[src/design/ipv4_two_port_forwarder_macros.svh]
// ----------------------------------------------------------------------------
// ipv4_two_port_forwarder_macros
// assertion macros used by the forwarder rtl
// ----------------------------------------------------------------------------
`ifndef IPV4_TWO_PORT_FORWARDER_MACROS_SVH
`define IPV4_TWO_PORT_FORWARDER_MACROS_SVH

// checked on every clock edge outside reset
`define IPV4F_ASSERT(lbl, prop, msg) \
	lbl: assert property (@(posedge clk) disable iff (!arst_n) prop) else $error(msg);

// checked on every clock edge, reset included
`define IPV4F_ASSERT_ALWAYS(lbl, prop, msg) \
	lbl: assert property (@(posedge clk) prop) else $error(msg);

`endif

[src/design/ipv4f_pkg.sv]
// ----------------------------------------------------------------------------
// ipv4f_pkg
// types, constants and helper functions of the two-port ipv4 forwarder
// ----------------------------------------------------------------------------
package ipv4f_pkg;

	localparam int HW_W       = 16;
	localparam int MAC_W      = 48;
	localparam int ADDR_W     = 32;
	localparam int PFX_W      = 6;
	localparam int CFG_IDX_W  = 3;
	localparam int CFG_DATA_W = 48;
	localparam int WC_W       = 6;
	localparam int IHL_W      = 4;
	localparam int TTL_W      = 8;

	// configuration register indexes
	typedef enum logic [CFG_IDX_W-1:0] {
		CFG_R0_NETWORK  = 3'd0,
		CFG_R0_PREFIX   = 3'd1,
		CFG_R0_NEXT_MAC = 3'd2,
		CFG_P0_OWN_MAC  = 3'd3,
		CFG_R1_NETWORK  = 3'd4,
		CFG_R1_PREFIX   = 3'd5,
		CFG_R1_NEXT_MAC = 3'd6,
		CFG_P1_OWN_MAC  = 3'd7
	} cfg_index_t;

	// verdict codes
	typedef enum logic [3:0] {
		V_FORWARD     = 4'd0,
		V_SHORT       = 4'd1,
		V_LOOPED      = 4'd2,
		V_NOT_IPV4    = 4'd3,
		V_OWN_SOURCE  = 4'd4,
		V_BAD_HEADER  = 4'd5,
		V_NO_ROUTE    = 4'd6,
		V_SAME_PORT   = 4'd7,
		V_TTL_EXPIRED = 4'd8
	} verdict_t;

	// halfword positions in the frame
	localparam logic [WC_W-1:0] IDX_SRC_FIRST = 6'd3;
	localparam logic [WC_W-1:0] IDX_SRC_LAST  = 6'd5;
	localparam logic [WC_W-1:0] IDX_ETHERTYPE = 6'd6;
	localparam logic [WC_W-1:0] IDX_VER_IHL   = 6'd7;
	localparam logic [WC_W-1:0] IDX_TTL       = 6'd11;
	localparam logic [WC_W-1:0] IDX_CHECKSUM  = 6'd12;
	localparam logic [WC_W-1:0] IDX_DST_HI    = 6'd15;
	localparam logic [WC_W-1:0] IDX_DST_LO    = 6'd16;
	localparam logic [WC_W-1:0] LAST_BASE     = 6'd6;

	localparam logic [HW_W-1:0]  ETHERTYPE_IPV4 = 16'h0800;
	localparam logic [3:0]       IP_VERSION4    = 4'd4;
	localparam logic [IHL_W-1:0] IHL_MIN        = 4'd5;
	localparam logic [TTL_W-1:0] TTL_MIN_FWD    = 8'd1;
	localparam logic [HW_W-1:0]  TTL_STEP       = 16'h0100;

	// register reset values
	localparam logic [ADDR_W-1:0] RST_R0_NETWORK  = 32'hC0A8_0100;
	localparam logic [PFX_W-1:0]  RST_R0_PREFIX   = 6'd24;
	localparam logic [MAC_W-1:0]  RST_R0_NEXT_MAC = 48'h0242_AC1E_0110;
	localparam logic [MAC_W-1:0]  RST_P0_OWN_MAC  = 48'h0;
	localparam logic [ADDR_W-1:0] RST_R1_NETWORK  = 32'hC0A8_0400;
	localparam logic [PFX_W-1:0]  RST_R1_PREFIX   = 6'd24;
	localparam logic [MAC_W-1:0]  RST_R1_NEXT_MAC = 48'h0242_AC1E_0410;
	localparam logic [MAC_W-1:0]  RST_P1_OWN_MAC  = 48'h0;

	typedef struct packed {
		logic [ADDR_W-1:0] r0_network;
		logic [PFX_W-1:0]  r0_prefix;
		logic [MAC_W-1:0]  r0_next_mac;
		logic [MAC_W-1:0]  p0_own_mac;
		logic [ADDR_W-1:0] r1_network;
		logic [PFX_W-1:0]  r1_prefix;
		logic [MAC_W-1:0]  r1_next_mac;
		logic [MAC_W-1:0]  p1_own_mac;
	} cfg_t;

	typedef struct packed {
		logic [HW_W-1:0] half_word;
		logic            frame_start;
		logic            frame_end;
		logic            arrival_port;
		logic            looped_back;
	} in_item_t;

	typedef struct packed {
		verdict_t         verdict;
		logic             out_port;
		logic [TTL_W-1:0] new_ttl;
		logic [HW_W-1:0]  new_checksum;
		logic [MAC_W-1:0] new_dest_mac;
		logic [MAC_W-1:0] new_source_mac;
	} result_t;

	// network mask of a prefix length, lengths above 32 count as 32
	function automatic logic [ADDR_W-1:0] prefix_mask(input logic [PFX_W-1:0] p);
		logic [ADDR_W-1:0] m;
		if (p == '0)
			m = '0;
		else if (p >= 6'd32)
			m = '1;
		else
			m = {ADDR_W{1'b1}} << (6'd32 - p);
		return m;
	endfunction

	// ones-complement add with end-around carry
	function automatic logic [HW_W-1:0] oc_add(input logic [HW_W-1:0] a,
		input logic [HW_W-1:0] b);
		logic [HW_W:0] s;
		s = {1'b0, a} + {1'b0, b};
		return s[HW_W-1:0] + {{(HW_W-1){1'b0}}, s[HW_W]};
	endfunction

endpackage

[src/design/ipv4f_in_if.sv]
// ----------------------------------------------------------------------------
// ipv4f_in_if
// halfword stream channel into the forwarder
// ----------------------------------------------------------------------------
interface ipv4f_in_if;
	logic        valid;
	logic        ready;
	logic [15:0] half_word;
	logic        frame_start;
	logic        frame_end;
	logic        arrival_port;
	logic        looped_back;

	modport source (output valid, half_word, frame_start, frame_end, arrival_port,
		looped_back, input ready);
	modport sink (input valid, half_word, frame_start, frame_end, arrival_port,
		looped_back, output ready);
endinterface

[src/design/ipv4f_out_if.sv]
// ----------------------------------------------------------------------------
// ipv4f_out_if
// verdict channel out of the forwarder
// ----------------------------------------------------------------------------
interface ipv4f_out_if;
	logic        valid;
	logic        ready;
	logic [3:0]  verdict;
	logic        out_port;
	logic [7:0]  new_ttl;
	logic [15:0] new_checksum;
	logic [47:0] new_dest_mac;
	logic [47:0] new_source_mac;

	modport source (output valid, verdict, out_port, new_ttl, new_checksum,
		new_dest_mac, new_source_mac, input ready);
	modport sink (input valid, verdict, out_port, new_ttl, new_checksum,
		new_dest_mac, new_source_mac, output ready);
endinterface

[src/design/ipv4f_cfg_regs.sv]
// ----------------------------------------------------------------------------
// ipv4f_cfg_regs
// route and mac configuration registers with a plain write port
// ----------------------------------------------------------------------------
module ipv4f_cfg_regs (
	input  logic                          clk,
	input  logic                          arst_n,
	input  logic                          we,
	input  logic [ipv4f_pkg::CFG_IDX_W-1:0]  index,
	input  logic [ipv4f_pkg::CFG_DATA_W-1:0] data,
	output ipv4f_pkg::cfg_t               cfg
);
	import ipv4f_pkg::*;

	cfg_t       cfg_q;
	cfg_index_t sel;

	assign sel = cfg_index_t'(index);
	assign cfg = cfg_q;

	// register write
	always_ff @(posedge clk or negedge arst_n) begin
		if (!arst_n) begin
			cfg_q.r0_network  <= RST_R0_NETWORK;
			cfg_q.r0_prefix   <= RST_R0_PREFIX;
			cfg_q.r0_next_mac <= RST_R0_NEXT_MAC;
			cfg_q.p0_own_mac  <= RST_P0_OWN_MAC;
			cfg_q.r1_network  <= RST_R1_NETWORK;
			cfg_q.r1_prefix   <= RST_R1_PREFIX;
			cfg_q.r1_next_mac <= RST_R1_NEXT_MAC;
			cfg_q.p1_own_mac  <= RST_P1_OWN_MAC;
		end else if (we) begin
			unique case (sel)
				CFG_R0_NETWORK:  cfg_q.r0_network  <= data[ADDR_W-1:0];
				CFG_R0_PREFIX:   cfg_q.r0_prefix   <= data[PFX_W-1:0];
				CFG_R0_NEXT_MAC: cfg_q.r0_next_mac <= data[MAC_W-1:0];
				CFG_P0_OWN_MAC:  cfg_q.p0_own_mac  <= data[MAC_W-1:0];
				CFG_R1_NETWORK:  cfg_q.r1_network  <= data[ADDR_W-1:0];
				CFG_R1_PREFIX:   cfg_q.r1_prefix   <= data[PFX_W-1:0];
				CFG_R1_NEXT_MAC: cfg_q.r1_next_mac <= data[MAC_W-1:0];
				CFG_P1_OWN_MAC:  cfg_q.p1_own_mac  <= data[MAC_W-1:0];
				default:         cfg_q <= cfg_q;
			endcase
		end
	end
endmodule

[src/design/ipv4f_frame_proc.sv]
// ----------------------------------------------------------------------------
// ipv4f_frame_proc
// per-frame header state and verdict logic, one halfword per step
// ----------------------------------------------------------------------------
module ipv4f_frame_proc (
	input  logic                clk,
	input  logic                arst_n,
	input  logic                step,
	input  ipv4f_pkg::in_item_t item,
	input  ipv4f_pkg::cfg_t     cfg,
	output logic                emit,
	output ipv4f_pkg::result_t  res
);
	import ipv4f_pkg::*;

	// frame state
	logic [WC_W-1:0]   wc_q, wc_e, wc_n;
	logic [IHL_W-1:0]  ihl_q, ihl_e, ihl_n;
	logic [ADDR_W-1:0] dst_q, dst_e, dst_n;
	logic [MAC_W-1:0]  smac_q, smac_e, smac_n;
	logic              ipv4_q, ipv4_e, ipv4_n;
	logic              ver_q, ver_e, ver_n;
	logic [TTL_W-1:0]  ttl_q, ttl_e, ttl_n;
	logic [HW_W-1:0]   sum_q, sum_e, sum_n;
	logic              port_q, port_e;
	logic              loop_q, loop_e;
	logic              sent_q, sent_e, sent_n;
	logic              rport_q, rport_e, rport_n;

	logic [WC_W-1:0]   idx;
	logic [WC_W-1:0]   last;
	logic [HW_W-1:0]   add_val;
	logic [ADDR_W-1:0] m0, m1;
	logic              h0, h1;
	logic              fwd;
	verdict_t          verdict;

	// state as seen by this halfword, a frame start clears it and loads the port and loop flags
	always_comb begin
		if (item.frame_start) begin
			wc_e    = '0;
			ihl_e   = '0;
			dst_e   = '0;
			smac_e  = '0;
			ipv4_e  = 1'b0;
			ver_e   = 1'b0;
			ttl_e   = '0;
			sum_e   = '0;
			rport_e = 1'b0;
			port_e  = item.arrival_port;
			loop_e  = item.looped_back;
			sent_e  = 1'b0;
		end else begin
			wc_e    = wc_q;
			ihl_e   = ihl_q;
			dst_e   = dst_q;
			smac_e  = smac_q;
			ipv4_e  = ipv4_q;
			ver_e   = ver_q;
			ttl_e   = ttl_q;
			sum_e   = sum_q;
			rport_e = rport_q;
			port_e  = port_q;
			loop_e  = loop_q;
			sent_e  = sent_q;
		end
	end

	// route lookup on the updated destination
	assign m0 = prefix_mask(cfg.r0_prefix);
	assign m1 = prefix_mask(cfg.r1_prefix);
	assign h0 = (dst_n & m0) == cfg.r0_network;
	assign h1 = (dst_n & m1) == cfg.r1_network;

	assign idx     = wc_e;
	assign last    = LAST_BASE + {1'b0, ihl_n, 1'b0};
	assign add_val = (idx == IDX_TTL) ? (item.half_word - TTL_STEP) : item.half_word;

	// header capture, checksum and drop checks
	always_comb begin
		wc_n    = wc_e;
		ihl_n   = ihl_e;
		dst_n   = dst_e;
		smac_n  = smac_e;
		ipv4_n  = ipv4_e;
		ver_n   = ver_e;
		ttl_n   = ttl_e;
		sum_n   = sum_e;
		rport_n = rport_e;
		emit    = 1'b0;
		verdict = V_FORWARD;
		if (!sent_e) begin
			wc_n = wc_e + 6'd1;
			if (idx >= IDX_SRC_FIRST && idx <= IDX_SRC_LAST)
				smac_n = {smac_e[MAC_W-HW_W-1:0], item.half_word};
			else if (idx == IDX_ETHERTYPE)
				ipv4_n = item.half_word == ETHERTYPE_IPV4;
			else if (idx == IDX_VER_IHL) begin
				ver_n = item.half_word[15:12] == IP_VERSION4;
				ihl_n = item.half_word[11:8];
			end else if (idx == IDX_TTL)
				ttl_n = item.half_word[15:8];
			else if (idx == IDX_DST_HI || idx == IDX_DST_LO)
				dst_n = {dst_e[ADDR_W-HW_W-1:0], item.half_word};

			// checksum field itself is left out
			if (idx >= IDX_VER_IHL && idx != IDX_CHECKSUM && (idx <= IDX_DST_LO || idx <= last))
				sum_n = oc_add(sum_e, add_val);

			if (idx < IDX_DST_LO) begin
				if (item.frame_end) begin
					emit    = 1'b1;
					verdict = V_SHORT;
				end
			end else if (idx == IDX_DST_LO) begin
				emit = 1'b1;
				if (item.frame_end && ihl_n > IHL_MIN)
					verdict = V_SHORT;
				else if (loop_e)
					verdict = V_LOOPED;
				else if (!ipv4_n)
					verdict = V_NOT_IPV4;
				else if (smac_n == cfg.p0_own_mac || smac_n == cfg.p1_own_mac)
					verdict = V_OWN_SOURCE;
				else if (!ver_n || ihl_n < IHL_MIN)
					verdict = V_BAD_HEADER;
				else if (!h0 && !h1)
					verdict = V_NO_ROUTE;
				else begin
					// route 1 wins if only it matches or if it has the longer prefix, else route 0
					rport_n = h1 && (!h0 || m1 > m0);
					if (rport_n == port_e)
						verdict = V_SAME_PORT;
					else if (ttl_n <= TTL_MIN_FWD)
						verdict = V_TTL_EXPIRED;
					else if (ihl_n == IHL_MIN)
						verdict = V_FORWARD;
					else
						emit = 1'b0;
				end
			end else if (idx == last) begin
				emit    = 1'b1;
				verdict = V_FORWARD;
			end else if (item.frame_end) begin
				emit    = 1'b1;
				verdict = V_SHORT;
			end
		end
	end

	assign sent_n = sent_e | emit;

	// result fields, zero on a drop
	assign fwd                = verdict == V_FORWARD;
	assign res.verdict        = verdict;
	assign res.out_port       = fwd & rport_n;
	assign res.new_ttl        = fwd ? ttl_n - 8'd1 : '0;
	assign res.new_checksum   = fwd ? ~sum_n : '0;
	assign res.new_dest_mac   = !fwd ? '0 : (rport_n ? cfg.r1_next_mac : cfg.r0_next_mac);
	assign res.new_source_mac = !fwd ? '0 : (rport_n ? cfg.p1_own_mac : cfg.p0_own_mac);

	// state update
	always_ff @(posedge clk or negedge arst_n) begin
		if (!arst_n) begin
			wc_q    <= '0;
			ihl_q   <= '0;
			dst_q   <= '0;
			smac_q  <= '0;
			ipv4_q  <= 1'b0;
			ver_q   <= 1'b0;
			ttl_q   <= '0;
			sum_q   <= '0;
			port_q  <= 1'b0;
			loop_q  <= 1'b0;
			sent_q  <= 1'b1;
			rport_q <= 1'b0;
		end else if (step) begin
			wc_q    <= wc_n;
			ihl_q   <= ihl_n;
			dst_q   <= dst_n;
			smac_q  <= smac_n;
			ipv4_q  <= ipv4_n;
			ver_q   <= ver_n;
			ttl_q   <= ttl_n;
			sum_q   <= sum_n;
			port_q  <= port_e;
			loop_q  <= loop_e;
			sent_q  <= sent_n;
			rport_q <= rport_n;
		end
	end
endmodule

[src/design/ipv4_two_port_forwarder.sv]
// ----------------------------------------------------------------------------
// ipv4_two_port_forwarder
// two-port ipv4 static router giving one verdict per ethernet frame
// ----------------------------------------------------------------------------
// The block takes one halfword per cycle, sustained, with no gaps needed
// between frames. Each accepted halfword is held in the input register,
// is then folded into the frame state by a single pass of compare and
// ones-complement add logic, and any verdict it causes lands in the result
// register, from which it is offered. Drop verdicts arrive with halfword 17
// or with the last halfword of a frame that ends early, a forward verdict
// with the last header halfword. The result register lets the next halfword
// be taken while a verdict waits; only a verdict left untaken stalls the input.
// Configuration writes take effect at once and belong in idle periods.
`include "ipv4_two_port_forwarder_macros.svh"

module ipv4_two_port_forwarder (
	input  logic                             clk,
	input  logic                             arst_n,
	ipv4f_in_if.sink                         frame,
	ipv4f_out_if.source                      result,
	input  logic                             cfg_we,
	input  logic [ipv4f_pkg::CFG_IDX_W-1:0]  cfg_index,
	input  logic [ipv4f_pkg::CFG_DATA_W-1:0] cfg_data
);
	import ipv4f_pkg::*;

	cfg_t     cfg;
	in_item_t item_s1;
	logic     valid_s1;
	result_t  res_s2;
	logic     valid_s2;
	result_t  res;
	logic     emit;
	logic     advance;

	ipv4f_cfg_regs u_cfg (
		.clk    (clk),
		.arst_n (arst_n),
		.we     (cfg_we),
		.index  (cfg_index),
		.data   (cfg_data),
		.cfg    (cfg)
	);

	ipv4f_frame_proc u_proc (
		.clk    (clk),
		.arst_n (arst_n),
		.step   (advance),
		.item   (item_s1),
		.cfg    (cfg),
		.emit   (emit),
		.res    (res)
	);

	// a halfword moves on when the result register is free or being drained
	assign advance     = valid_s1 && (!valid_s2 || result.ready);
	assign frame.ready = !valid_s1 || advance;

	// input register
	always_ff @(posedge clk or negedge arst_n) begin
		if (!arst_n)
			valid_s1 <= 1'b0;
		else if (frame.ready)
			valid_s1 <= frame.valid;
	end

	always_ff @(posedge clk) begin
		if (frame.valid && frame.ready) begin
			item_s1.half_word    <= frame.half_word;
			item_s1.frame_start  <= frame.frame_start;
			item_s1.frame_end    <= frame.frame_end;
			item_s1.arrival_port <= frame.arrival_port;
			item_s1.looped_back  <= frame.looped_back;
		end
	end

	// result register
	always_ff @(posedge clk or negedge arst_n) begin
		if (!arst_n)
			valid_s2 <= 1'b0;
		else if (advance)
			valid_s2 <= emit;
		else if (result.ready)
			valid_s2 <= 1'b0;
	end

	always_ff @(posedge clk) begin
		if (advance && emit)
			res_s2 <= res;
	end

	assign result.valid          = valid_s2;
	assign result.verdict        = res_s2.verdict;
	assign result.out_port       = res_s2.out_port;
	assign result.new_ttl        = res_s2.new_ttl;
	assign result.new_checksum   = res_s2.new_checksum;
	assign result.new_dest_mac   = res_s2.new_dest_mac;
	assign result.new_source_mac = res_s2.new_source_mac;

	// checks
	`IPV4F_ASSERT(a_fwd_ttl_live, valid_s2 && res_s2.verdict == V_FORWARD |-> res_s2.new_ttl != 8'd0, "forward with expired ttl")
	`IPV4F_ASSERT(a_drop_zero, valid_s2 && res_s2.verdict != V_FORWARD |-> !res_s2.out_port && res_s2.new_ttl == 8'd0 && res_s2.new_dest_mac == '0, "drop verdict with payload")
	`IPV4F_ASSERT(a_hold_s1, valid_s1 && !advance |=> valid_s1 && $stable(item_s1), "stalled halfword lost")
	`IPV4F_ASSERT_ALWAYS(a_rst_empty, !arst_n |-> !valid_s1 && !valid_s2, "pipeline not empty in reset")
endmodule

[src/flat_wrapper.sv]
// flat-port wrapper written by rule: the top's interface ports become plain ports
module ipv4_two_port_forwarder_flat import ipv4f_pkg::*;
  (clk, arst_n, cfg_we, cfg_index, cfg_data, frame_valid, frame_half_word, frame_frame_start, frame_frame_end, frame_arrival_port, frame_looped_back, frame_ready, result_valid, result_verdict, result_out_port, result_new_ttl, result_new_checksum, result_new_dest_mac, result_new_source_mac, result_ready);
  ipv4f_in_if frame_i ();
  ipv4f_out_if result_i ();
  input  logic clk;
  input  logic arst_n;
  input  logic cfg_we;
  input  logic [ipv4f_pkg::CFG_IDX_W-1:0] cfg_index;
  input  logic [ipv4f_pkg::CFG_DATA_W-1:0] cfg_data;
  input wire logic [$bits(frame_i.valid)-1:0] frame_valid;
  input wire logic [$bits(frame_i.half_word)-1:0] frame_half_word;
  input wire logic [$bits(frame_i.frame_start)-1:0] frame_frame_start;
  input wire logic [$bits(frame_i.frame_end)-1:0] frame_frame_end;
  input wire logic [$bits(frame_i.arrival_port)-1:0] frame_arrival_port;
  input wire logic [$bits(frame_i.looped_back)-1:0] frame_looped_back;
  output wire logic [$bits(frame_i.ready)-1:0] frame_ready;
  output wire logic [$bits(result_i.valid)-1:0] result_valid;
  output wire logic [$bits(result_i.verdict)-1:0] result_verdict;
  output wire logic [$bits(result_i.out_port)-1:0] result_out_port;
  output wire logic [$bits(result_i.new_ttl)-1:0] result_new_ttl;
  output wire logic [$bits(result_i.new_checksum)-1:0] result_new_checksum;
  output wire logic [$bits(result_i.new_dest_mac)-1:0] result_new_dest_mac;
  output wire logic [$bits(result_i.new_source_mac)-1:0] result_new_source_mac;
  input wire logic [$bits(result_i.ready)-1:0] result_ready;
  assign frame_i.valid = frame_valid;
  assign frame_i.half_word = frame_half_word;
  assign frame_i.frame_start = frame_frame_start;
  assign frame_i.frame_end = frame_frame_end;
  assign frame_i.arrival_port = frame_arrival_port;
  assign frame_i.looped_back = frame_looped_back;
  assign frame_ready = frame_i.ready;
  assign result_valid = result_i.valid;
  assign result_verdict = result_i.verdict;
  assign result_out_port = result_i.out_port;
  assign result_new_ttl = result_i.new_ttl;
  assign result_new_checksum = result_i.new_checksum;
  assign result_new_dest_mac = result_i.new_dest_mac;
  assign result_new_source_mac = result_i.new_source_mac;
  assign result_i.ready = result_ready;
  ipv4_two_port_forwarder u_core (.clk(clk), .arst_n(arst_n), .frame(frame_i), .result(result_i), .cfg_we(cfg_we), .cfg_index(cfg_index), .cfg_data(cfg_data));
endmodule
[config.mk]
export PLATFORM = sky130hd
export DESIGN_NAME = ipv4_two_port_forwarder_flat
export DESIGN_NICKNAME = d
export VERILOG_FILES = /design/src/design/ipv4f_pkg.sv /design/src/design/ipv4f_in_if.sv /design/src/design/ipv4f_out_if.sv /design/src/design/ipv4f_cfg_regs.sv /design/src/design/ipv4f_frame_proc.sv /design/src/design/ipv4_two_port_forwarder.sv /design/src/flat_wrapper.sv
export VERILOG_INCLUDE_DIRS = /design/src /design/src/design
export SDC_FILE = /design/constraint.sdc
export NUM_CORES = 1
export LEC_CHECK = 0
export BUFFER_PORTS_ARGS = -buffer_cell sky130_fd_sc_hd__buf_2
export CELL_PAD_IN_SITES_DETAIL_PLACEMENT = 1
export CELL_PAD_IN_SITES_GLOBAL_PLACEMENT = 1
export CORE_MARGIN = 4
export CORE_UTILIZATION = 45
export CTS_CLUSTER_DIAMETER = 200
export DETAILED_ROUTE_END_ITERATION = 10
export HOLD_SLACK_MARGIN = 0.05
export PLACE_DENSITY_LB_ADDON = 0.1
export SYNTH_ARGS = -nofsm -noshare
export SYNTH_HDL_FRONTEND = slang
export SYNTH_HIERARCHICAL = 1
export SYNTH_SLANG_ARGS = --single-unit
[constraint.sdc]
create_clock -name clk -period 11.25 [get_ports clk]
set_input_delay 0.5625 -clock clk [delete_from_list [all_inputs] [get_ports clk]]
set_output_delay 0.5625 -clock clk [all_outputs]
set_load 0.05 [all_outputs]
Yosys cells after proc, flatten, opt, wreduce, memory -nomap -nowiden
Index checks and enable logic that the tools add are counted. Widths: inputs -> output; s select.

Logic and storage cells: 205. Memories kept: 0. Flip-flop bits (word level): 535. Memory bits (read-only): 0. Latch bits: 0. Input port bits: 76. Bits in writable memories: 0. Output and inout bits: 127.

Bitwise operators: 5. Equal/unequal tests: 22. Reductions and logical operators: 34. Div/mod/pow operators: 0. Shifts and indexed selects: 2. $add $sub $neg: 8. Multipliers: 0. Muxes and demuxes: 89. $lt $le $gt $ge: 12.

Operator list (number): $mux 32 (11); $mux 48 (6); $eq 48x48->1 (2); $mux 4 (18); $and 32x32->32 (2); $eq 32x32->1 (2); $mux 16 (4); $shl 32x6->32 const A (2); $mux 8 (7); $mux 1 (41); $gt 32x32->1 (1); $add 16x16->17 (1); $add 16x1->16 (1); $eq 16x12->1 const B (1); $not 16->16 (1); $reduce_and 2->1 (8); $sub 16x9->16 const B (1); $eq 3x3->1 const B (4); $eq 6x3->1 const B (2); $eq 6x4->1 const B (2); $ge 6x6->1 const B (2); $logic_not 6->1 (2); $mux 6 (2); $sub 6x6->6 const A (2); 27 further kinds (47).

Logic depth before layout (Yosys ltp)
Word-level depth: 27. Mapped depth: 35. Depth with buffers taken out: 28.

Hierarchy
Netlist, hierarchy kept.

By module, submodules not included: ipv4f_frame_proc (instances 1, area each 15124.5 um2, seq. area each 3004.1 um2, cells an instance 1968); ipv4f_cfg_regs (instances 1, area each 10068.4 um2, seq. area each 6759.0 um2, cells an instance 574); ipv4_two_port_forwarder (instances 1, area each 4463.0 um2, seq. area each 4404.2 um2, cells an instance 155).

Worst setup path after synthesis
Ideal clock, no wire load.

Path type: reg2reg. From: register u_core/item_s1[3] in the netlist's numbering. To: register u_core.res_s2 (netlist bit u_core/result.new_checksum[0]) (enable). Required time: 10624 ps. Setup time: 626 ps. Setup slack: -465 ps. Stages on the path, launching flop included: 28. Period minus slack after synthesis: 11715 ps. Buffers on the path: 8. Arrival time: 11089 ps. Path through: edfxtp_1 > buf_2 > clkinv_1 > clkbuf_1 > clkbuf_1 > clkbuf_1 > clkbuf_1 > nand2_1 > inv_1 > ha_1 > nand4b_2 > or3_1 > buf_2 > a21oi_2 > buf_6 > buf_8 > mux2_4 > a2111oi_0 > o21ai_1 > a2111oi_4 > nand4_2 > o21ai_0 > mux2i_1 > and2_1 > a31oi_1 > and2_1 > nand2_1 > nor2b_1.

Word-level cells in the longest chain between the ends: 26. Elaborated cells between the ends (all ways): 81. Those cells by class: 1 x add/sub; 6 x order compare; 12 x eq/ne; 48 x mux; 2 x bitwise; 12 x reduce/logical.

Ends and longest elaborated chain: start, declared (line ipv4_two_port_forwarder.sv:28) `in_item_t item_s1;`; $mux 6 (line ipv4f_frame_proc.sv:40) `if (item.frame_start) begin`; $eq 6x4->1 / $eq 6x5->1 (equally long branches) (line ipv4f_frame_proc.sv:103, ipv4f_frame_proc.sv:115); $logic_or 1x1->1 (line ipv4f_frame_proc.sv:103) `else if (idx == IDX_DST_HI || idx == IDX_DST_LO)`; $mux 32 (line ipv4f_frame_proc.sv:103); $mux 32 (line ipv4f_frame_proc.sv:101) `end else if (idx == IDX_TTL)`; $mux 32 (line ipv4f_frame_proc.sv:98) `else if (idx == IDX_VER_IHL) begin`; $mux 32 (line ipv4f_frame_proc.sv:96) `else if (idx == IDX_ETHERTYPE)`; $mux 32 (line ipv4f_frame_proc.sv:94) `if (idx >= IDX_SRC_FIRST && idx <= IDX_SRC_LAST)`; [11 not listed]; $mux 1 (line ipv4f_frame_proc.sv:121) `else if (!ipv4_n)`; $mux 1 (line ipv4f_frame_proc.sv:119) `else if (loop_e)`; $mux 1 (line ipv4f_frame_proc.sv:117) `if (item.frame_end && ihl_n > IHL_MIN)`; $mux 1 (line ipv4f_frame_proc.sv:115) `end else if (idx == IDX_DST_LO) begin`; $mux 1 (line ipv4f_frame_proc.sv:110) `if (idx < IDX_DST_LO) begin`; $mux 1 * (line ipv4f_frame_proc.sv:92) `if (!sent_e) begin`; named net u_core.emit (line ipv4_two_port_forwarder.sv:33) `logic emit;`; $logic_and 1x1->1 * (line ipv4_two_port_forwarder.sv:88) `if (advance && emit)`; end signal, assigned (line ipv4_two_port_forwarder.sv:89) `res_s2 <= res;`; end, declared (line ipv4_two_port_forwarder.sv:30) `result_t res_s2;`.

Mark *: on every way through the listed nets, which the timed path passes. The rest lies on a longest branch. The select of a mux whose other input is x is not followed. A chain may end at the register's enable or synchronous reset.

Worst setup path after layout
From: register u_core/item_s1[3] in the netlist's numbering. To: register u_core.res_s2 (netlist bit u_core/result.new_source_mac[5]) (data pin).

Word-level cells in the longest chain between the ends: 26. Elaborated cells between the ends (all ways): 90. Those cells by class: 1 x add/sub; 6 x order compare; 11 x eq/ne; 58 x mux; 2 x bitwise; 12 x reduce/logical.

Ends and longest elaborated chain: $mux 6 (line ipv4f_frame_proc.sv:40); $eq 6x4->1 / $eq 6x5->1 (equally long branches) (line ipv4f_frame_proc.sv:103, ipv4f_frame_proc.sv:115); $logic_or 1x1->1 (line ipv4f_frame_proc.sv:103); $mux 32 (line ipv4f_frame_proc.sv:103); $mux 32 (line ipv4f_frame_proc.sv:101); $mux 32 (line ipv4f_frame_proc.sv:98); $mux 32 (line ipv4f_frame_proc.sv:96); $mux 32 (line ipv4f_frame_proc.sv:94); [10 not listed]; $mux 4 (line ipv4f_frame_proc.sv:123) `else if (smac_n == cfg.p0_own_mac || smac_n == cfg.p1_own_mac)`; $mux 4 (line ipv4f_frame_proc.sv:121); $mux 4 (line ipv4f_frame_proc.sv:119); $mux 4 (line ipv4f_frame_proc.sv:117); $mux 4 (line ipv4f_frame_proc.sv:115); $mux 4 (line ipv4f_frame_proc.sv:110); $mux 4 (line ipv4f_frame_proc.sv:92); $logic_not 4->1 (line ipv4f_frame_proc.sv:154) `assign fwd = verdict == V_FORWARD;`.

Parallel ways exist; a longest one is shown, timed or not. The select of a mux whose other input is x is not followed.

==> metrics.txt <==
# TYPE chip_impl_metric gauge
chip_impl_info{name="outcome",value="finished, final reports clean"} 1
chip_impl_metric{name="worstPathMaxFanout",unit=""} 63
chip_impl_metric{name="postSynthCellCount",unit=""} 2697
chip_impl_metric{name="setup_tns",unit="ps"} 0
chip_impl_metric{name="ir_drop_worst_case_vdd",unit="uV"} 164
chip_impl_metric{name="finalNonFillerCells",unit=""} 3740
chip_impl_metric{name="rows",unit=""} 93
chip_impl_metric{name="routed_wirelength",unit="um"} 109000
chip_impl_metric{name="clock-sinks",unit=""} 535
chip_impl_metric{name="asyncSetResetFlopFracSynth",unit="%"} 72.9
chip_impl_metric{name="first_global_vias",unit=""} 24371
chip_impl_metric{name="insertion_delay",unit="ps"} 640
chip_impl_metric{name="grt_overflow",unit=""} 0
chip_impl_metric{name="gpl.final_weighted_congestion",unit=""} 1.01
chip_impl_metric{name="netlist-cell-type-count",unit=""} 94
chip_impl_info{name="critPathLaunch",value="u_core/item_s1[3]"} 1
chip_impl_metric{name="timing.final.crit_share",unit="%"} 73.9
chip_impl_metric{name="buffer_ports.inserted",unit=""} 202
chip_impl_metric{name="share_of_final_layout_standard_cells_stronger_than_drive_strength_1",unit="%"} 24.1
chip_impl_info{name="min-delay-start",value="frame_half_word[13]"} 1
chip_impl_metric{name="detailedRoute.firstPassIterationCount",unit=""} 5
chip_impl_metric{name="worstMarginPinSlew",unit="ps"} 1200
chip_impl_metric{name="avgSynthCellArea",unit="um^2"} 11.0
chip_impl_info{name="tritoncts",value="done"} 1
chip_impl_metric{name="synth.yosys.seq_area_share",unit="%"} 47.8
chip_impl_info{name="timing.setup.critical_path_class",value="register to register"} 1
chip_impl_info{name="critical_path_source_type",value="register"} 1
chip_impl_info{name="ys.flop_type",value="sky130_fd_sc_hd__dfrtp_1"} 1
chip_impl_info{name="worstHoldPathType",value="input port to register"} 1
chip_impl_metric{name="design.die.area",unit="um^2"} 70100
chip_impl_metric{name="cts_h_tree_lvls",unit=""} 2
chip_impl_metric{name="clock.fmax",unit="MHz"} 120
chip_impl_metric{name="viasPerCell",unit=""} 6.22
chip_impl_metric{name="p_leak",unit="nW"} 14.3
chip_impl_metric{name="antenna_violating_nets_post_route",unit=""} 0
chip_impl_metric{name="detailed_place_hpwl",unit="um"} 78700
chip_impl_metric{name="max-clock-path-buffers",unit=""} 3
chip_impl_metric{name="cellPowerDensity",unit="nW/um^2"} 216
chip_impl_metric{name="count_of_endpoints_failing_setup_in_the_final_report",unit=""} 0
chip_impl_metric{name="tritoncts.num_buffers",unit=""} 59
chip_impl_metric{name="fin_area",unit="um^2"} 33200
chip_impl_metric{name="worst_path_largest_cell_delay",unit="ps"} 1030
chip_impl_metric{name="initialDrtViolationCount",unit=""} 1816
chip_impl_metric{name="cts_setup_buffers",unit=""} 0
chip_impl_metric{name="die_x",unit="um"} 265
chip_impl_metric{name="fin_worst_hold_slack",unit="ps"} 104
chip_impl_info{name="crit_path_end_kind",value="register"} 1
chip_impl_metric{name="yosysTopAreaCellShare",unit="%"} 29.3
chip_impl_metric{name="total_power",unit="W"} 0.00719
chip_impl_metric{name="grt_max_degree",unit=""} 155
chip_impl_metric{name="placedInstanceArea",unit="um^2"} 31300
chip_impl_metric{name="clk_transition_reported_paths",unit="ps"} 60
chip_impl_info{name="rsz0062_at_grt",value="no"} 1
chip_impl_metric{name="syn2layout_area_growth",unit="%"} 12.0
chip_impl_metric{name="report.final.hold_viol_count",unit=""} 0
chip_impl_info{name="post_synth_main_area_contributors",value="sky130_fd_sc_hd__dfrtp_1, sky130_fd_sc_hd__edfxtp_1, sky130_fd_sc_hd__mux2_2"} 1
chip_impl_metric{name="routed-via-count",unit=""} 23245
chip_impl_metric{name="grt_util_all_layers",unit="%"} 30.4
chip_impl_metric{name="synth_area",unit="um^2"} 29700
chip_impl_metric{name="initial_antenna_violation_count",unit=""} 3
chip_impl_metric{name="worst_clock_skew",unit="ps"} 19.5
chip_impl_metric{name="initial_utilization",unit="%"} 45.8
chip_impl_metric{name="cp_num_buf_inv",unit=""} 3
chip_impl_metric{name="boundaryPins",unit=""} 203
chip_impl_metric{name="critical_path_arrival",unit="ps"} 8650
chip_impl_metric{name="post-route-drc-count",unit=""} 0
chip_impl_info{name="worstPathCellList",value="clkinv_1, nand2_1, inv_1, ha_1, nand4b_2, nor3_1, o211ai_1, a21oi_1, xor2_1, or4_1, nor4_1, and4_1, o211ai_1, a31o_1, a21oi_1, o21a_4, buf_4, nor2_1"} 1
chip_impl_info{name="netlist.top_cell.by_area",value="sky130_fd_sc_hd__dfrtp_1"} 1
chip_impl_info{name="clockRootBuffer",value="sky130_fd_sc_hd__clkbuf_16"} 1
chip_impl_metric{name="grt_first_pass_wirelength",unit="um"} 162000
chip_impl_metric{name="period_minus_slack",unit="ps"} 8310
chip_impl_metric{name="cp_data_required_time",unit="ps"} 11590
chip_impl_metric{name="count_of_flip_flops_with_a_built_in_enable_after_synthesis",unit=""} 145
chip_impl_metric{name="final_net_count",unit=""} 2980
chip_impl_metric{name="die_height",unit="um"} 265
chip_impl_metric{name="maxSlewViolCount",unit=""} 0
chip_impl_metric{name="synth_seq_cells",unit=""} 535
chip_impl_info{name="gate_family_responsible_for_the_most_delay_along_the_worst_path",value="simple AND/OR/NAND/NOR gates"} 1
chip_impl_metric{name="max-cap-violations",unit=""} 0
chip_impl_metric{name="numPlacedInstances",unit=""} 3626
chip_impl_info{name="cpMaxStageDelayCell",value="sky130_fd_sc_hd__nor3_1"} 1
chip_impl_metric{name="mappedNetlistNets",unit=""} 2844
chip_impl_metric{name="ys_warn_count",unit=""} 6
chip_impl_metric{name="slack_of_the_worst_reg_to_reg_path",unit="ps"} 2940
chip_impl_info{name="worst_r2r_startpoint",value="u_core/item_s1[3]"} 1
chip_impl_metric{name="fp.coreArea",unit="um^2"} 64800
chip_impl_metric{name="slew_headroom",unit="%"} 19.4
chip_impl_metric{name="avgRoutedWirePerCell",unit="um"} 29.2
chip_impl_metric{name="layout.filler_cells",unit=""} 6947
==> power by group <==
part | total, W | switching [W] | internal [W]
registers | 0.00290 | 0.000448 | 0.00245
logic | 0.00234 | 0.00148 | 0.000855
clock network | 0.00195 | 0.000835 | 0.00112
total | 0.00719 | 0.00276 | 0.00443
==> cells by family (layout without fill, tap and decap cells) <==
group / Yosys count / after routing / synth area share, %
buffers and inverters: 270 / 457 / 4.29
AO/OA/AOI/OAI: 591 / 591 / 13.7
AND/OR/NAND/NOR: 669 / 669 / 11.6
adder cells (fa/ha/maj): 71 / 71 / 3.02
other: 0 / 1 / 0
flip-flops: 535 / 535 / 47.8
multiplexers: 422 / 422 / 15.5
XOR/XNOR: 139 / 139 / 4.11
==> path summary, 6_finish.rpt <==
kind / to / cells past startpoint
max in group asynchronous: u_core/u_cfg/cfg[47] / 3
worst max-delay path: u_core/result.new_source_mac[5] / 18
worst min register to register: u_core/u_proc/sum_q[15] / 2
worst max register to register: u_core/result.new_source_mac[5] / 18
worst min-delay path: u_core/item_s1[17] / 1
min in group asynchronous: u_core/u_cfg/cfg[97] / 2
==> layout by cell type (no fill, tap or decap), types with 14 or more instances in the layout <==
cell,count
sky130_fd_sc_hd__o21a_1,14
sky130_fd_sc_hd__o31ai_1,25
sky130_fd_sc_hd__buf_2,201
sky130_fd_sc_hd__nor3b_1,31
sky130_fd_sc_hd__inv_1,98
sky130_fd_sc_hd__xnor2_1,81
sky130_fd_sc_hd__edfxtp_1,145
sky130_fd_sc_hd__nor2b_1,47
sky130_fd_sc_hd__and3_1,14
sky130_fd_sc_hd__ha_1,70
sky130_fd_sc_hd__nor2_1,194
sky130_fd_sc_hd__a31oi_1,15
sky130_fd_sc_hd__o2111ai_1,17
sky130_fd_sc_hd__xor2_1,58
sky130_fd_sc_hd__nor4_1,30
sky130_fd_sc_hd__a22oi_1,59
sky130_fd_sc_hd__o22ai_1,38
sky130_fd_sc_hd__dfstp_2,43
sky130_fd_sc_hd__a21o_1,17
sky130_fd_sc_hd__o211ai_1,17
sky130_fd_sc_hd__and2_1,15
sky130_fd_sc_hd__nand3_1,28
sky130_fd_sc_hd__or4_1,21
sky130_fd_sc_hd__mux2_2,279
sky130_fd_sc_hd__clkbuf_16,59
sky130_fd_sc_hd__buf_4,39
sky130_fd_sc_hd__a211oi_1,21
sky130_fd_sc_hd__mux2i_1,136
sky130_fd_sc_hd__nor3_1,39
sky130_fd_sc_hd__dfrtp_1,347
sky130_fd_sc_hd__nand2_1,146
sky130_fd_sc_hd__nand2b_1,17
sky130_fd_sc_hd__a22o_1,40
sky130_fd_sc_hd__a21oi_1,97
sky130_fd_sc_hd__o21ai_0,122
sky130_fd_sc_hd__nand4_1,33
==> final cells by class <==
| type | instances | area [um^2] | area share, % |
|---|---|---|---|
| Tap cell | 855 | 1070 | 3.22 |
| Timing Repair Buffer | 245 | 1380 | 4.16 |
| Sequential cell | 535 | 14200 | 42.6 |
| Clock buffer | 84 | 1690 | 5.09 |
| Multi-Input combinational cell | 1892 | 14300 | 42.9 |
| Antenna cell | 1 | 2.50 | 0.00753 |
| Inverter | 100 | 375 | 1.13 |
| Clock inverter | 28 | 270 | 0.813 |
==> flip-flops by register name, summed over array words and instances, names as in the netlist, 4 cells and up <==
signal	count
u_core/u_proc/dst_q	32
u_core/u_proc/wc_q	6
u_core/result.new_source_mac	48
u_core/result.verdict	4
u_core/result.new_ttl	8
u_core/u_proc/ttl_q	8
u_core/u_proc/ihl_q	4
u_core/result.new_checksum	16
u_core/u_proc/sum_q	16
u_core/u_proc/smac_q	48
u_core/result.new_dest_mac	48
u_core/item_s1	20
u_core/u_cfg/cfg	268
==> per-layer routing <==
layer | up-vias | global-route usage, % | part of all wire (%)
met2 | 741 | 49.5 | 47
met3 | 180 | 5.28 | 6.0
met1 | 12084 | 41.4 | 43
met4 | 0 | 10.5 | 3.8
met5 | - | 0 | 0
li1 | 10240 | - | -
==> cell usage after synthesis (17+ instances only) <==
cell / n
sky130_fd_sc_hd__o2111ai_1: 17
sky130_fd_sc_hd__a22oi_1: 59
sky130_fd_sc_hd__ha_1: 70
sky130_fd_sc_hd__a22o_1: 40
sky130_fd_sc_hd__o21ai_0: 123
sky130_fd_sc_hd__nor4_1: 30
sky130_fd_sc_hd__o211ai_1: 17
sky130_fd_sc_hd__clkbuf_1: 91
sky130_fd_sc_hd__a21o_1: 17
sky130_fd_sc_hd__mux2i_1: 136
sky130_fd_sc_hd__edfxtp_1: 145
sky130_fd_sc_hd__buf_4: 29
sky130_fd_sc_hd__nand4_1: 33
sky130_fd_sc_hd__o31ai_1: 25
sky130_fd_sc_hd__xnor2_1: 81
sky130_fd_sc_hd__inv_1: 98
sky130_fd_sc_hd__nor2_1: 195
sky130_fd_sc_hd__buf_2: 28
sky130_fd_sc_hd__dfrtp_1: 347
sky130_fd_sc_hd__nand2b_1: 17
sky130_fd_sc_hd__or4_1: 21
sky130_fd_sc_hd__dfstp_2: 43
sky130_fd_sc_hd__a211oi_1: 21
sky130_fd_sc_hd__mux2_2: 279
sky130_fd_sc_hd__o22ai_1: 38
sky130_fd_sc_hd__nor3_1: 39
sky130_fd_sc_hd__a21oi_1: 97
sky130_fd_sc_hd__xor2_1: 58
sky130_fd_sc_hd__nand2_1: 146
sky130_fd_sc_hd__nand3_1: 28
sky130_fd_sc_hd__nor3b_1: 31
sky130_fd_sc_hd__nor2b_1: 48
==> metrics by stage <==
step           setup slack (ps)  util (%)
5_1_grt                    2520      51.3
3_5_place_dp               3290      48.2
2_1_floorplan              1980         -
4_1_cts                    3270      51.3
3_3_place_gp               3440      48.2
6_report                   2940      51.3
==> what timing repair did <==
action,CTS,global route
gates resized for setup,0,0
endpoints found under the setup margin,0,0
hold buffers,1,0
endpoints found under the hold margin,77,0
Note: power is estimated with default switching activity, not from simulation.
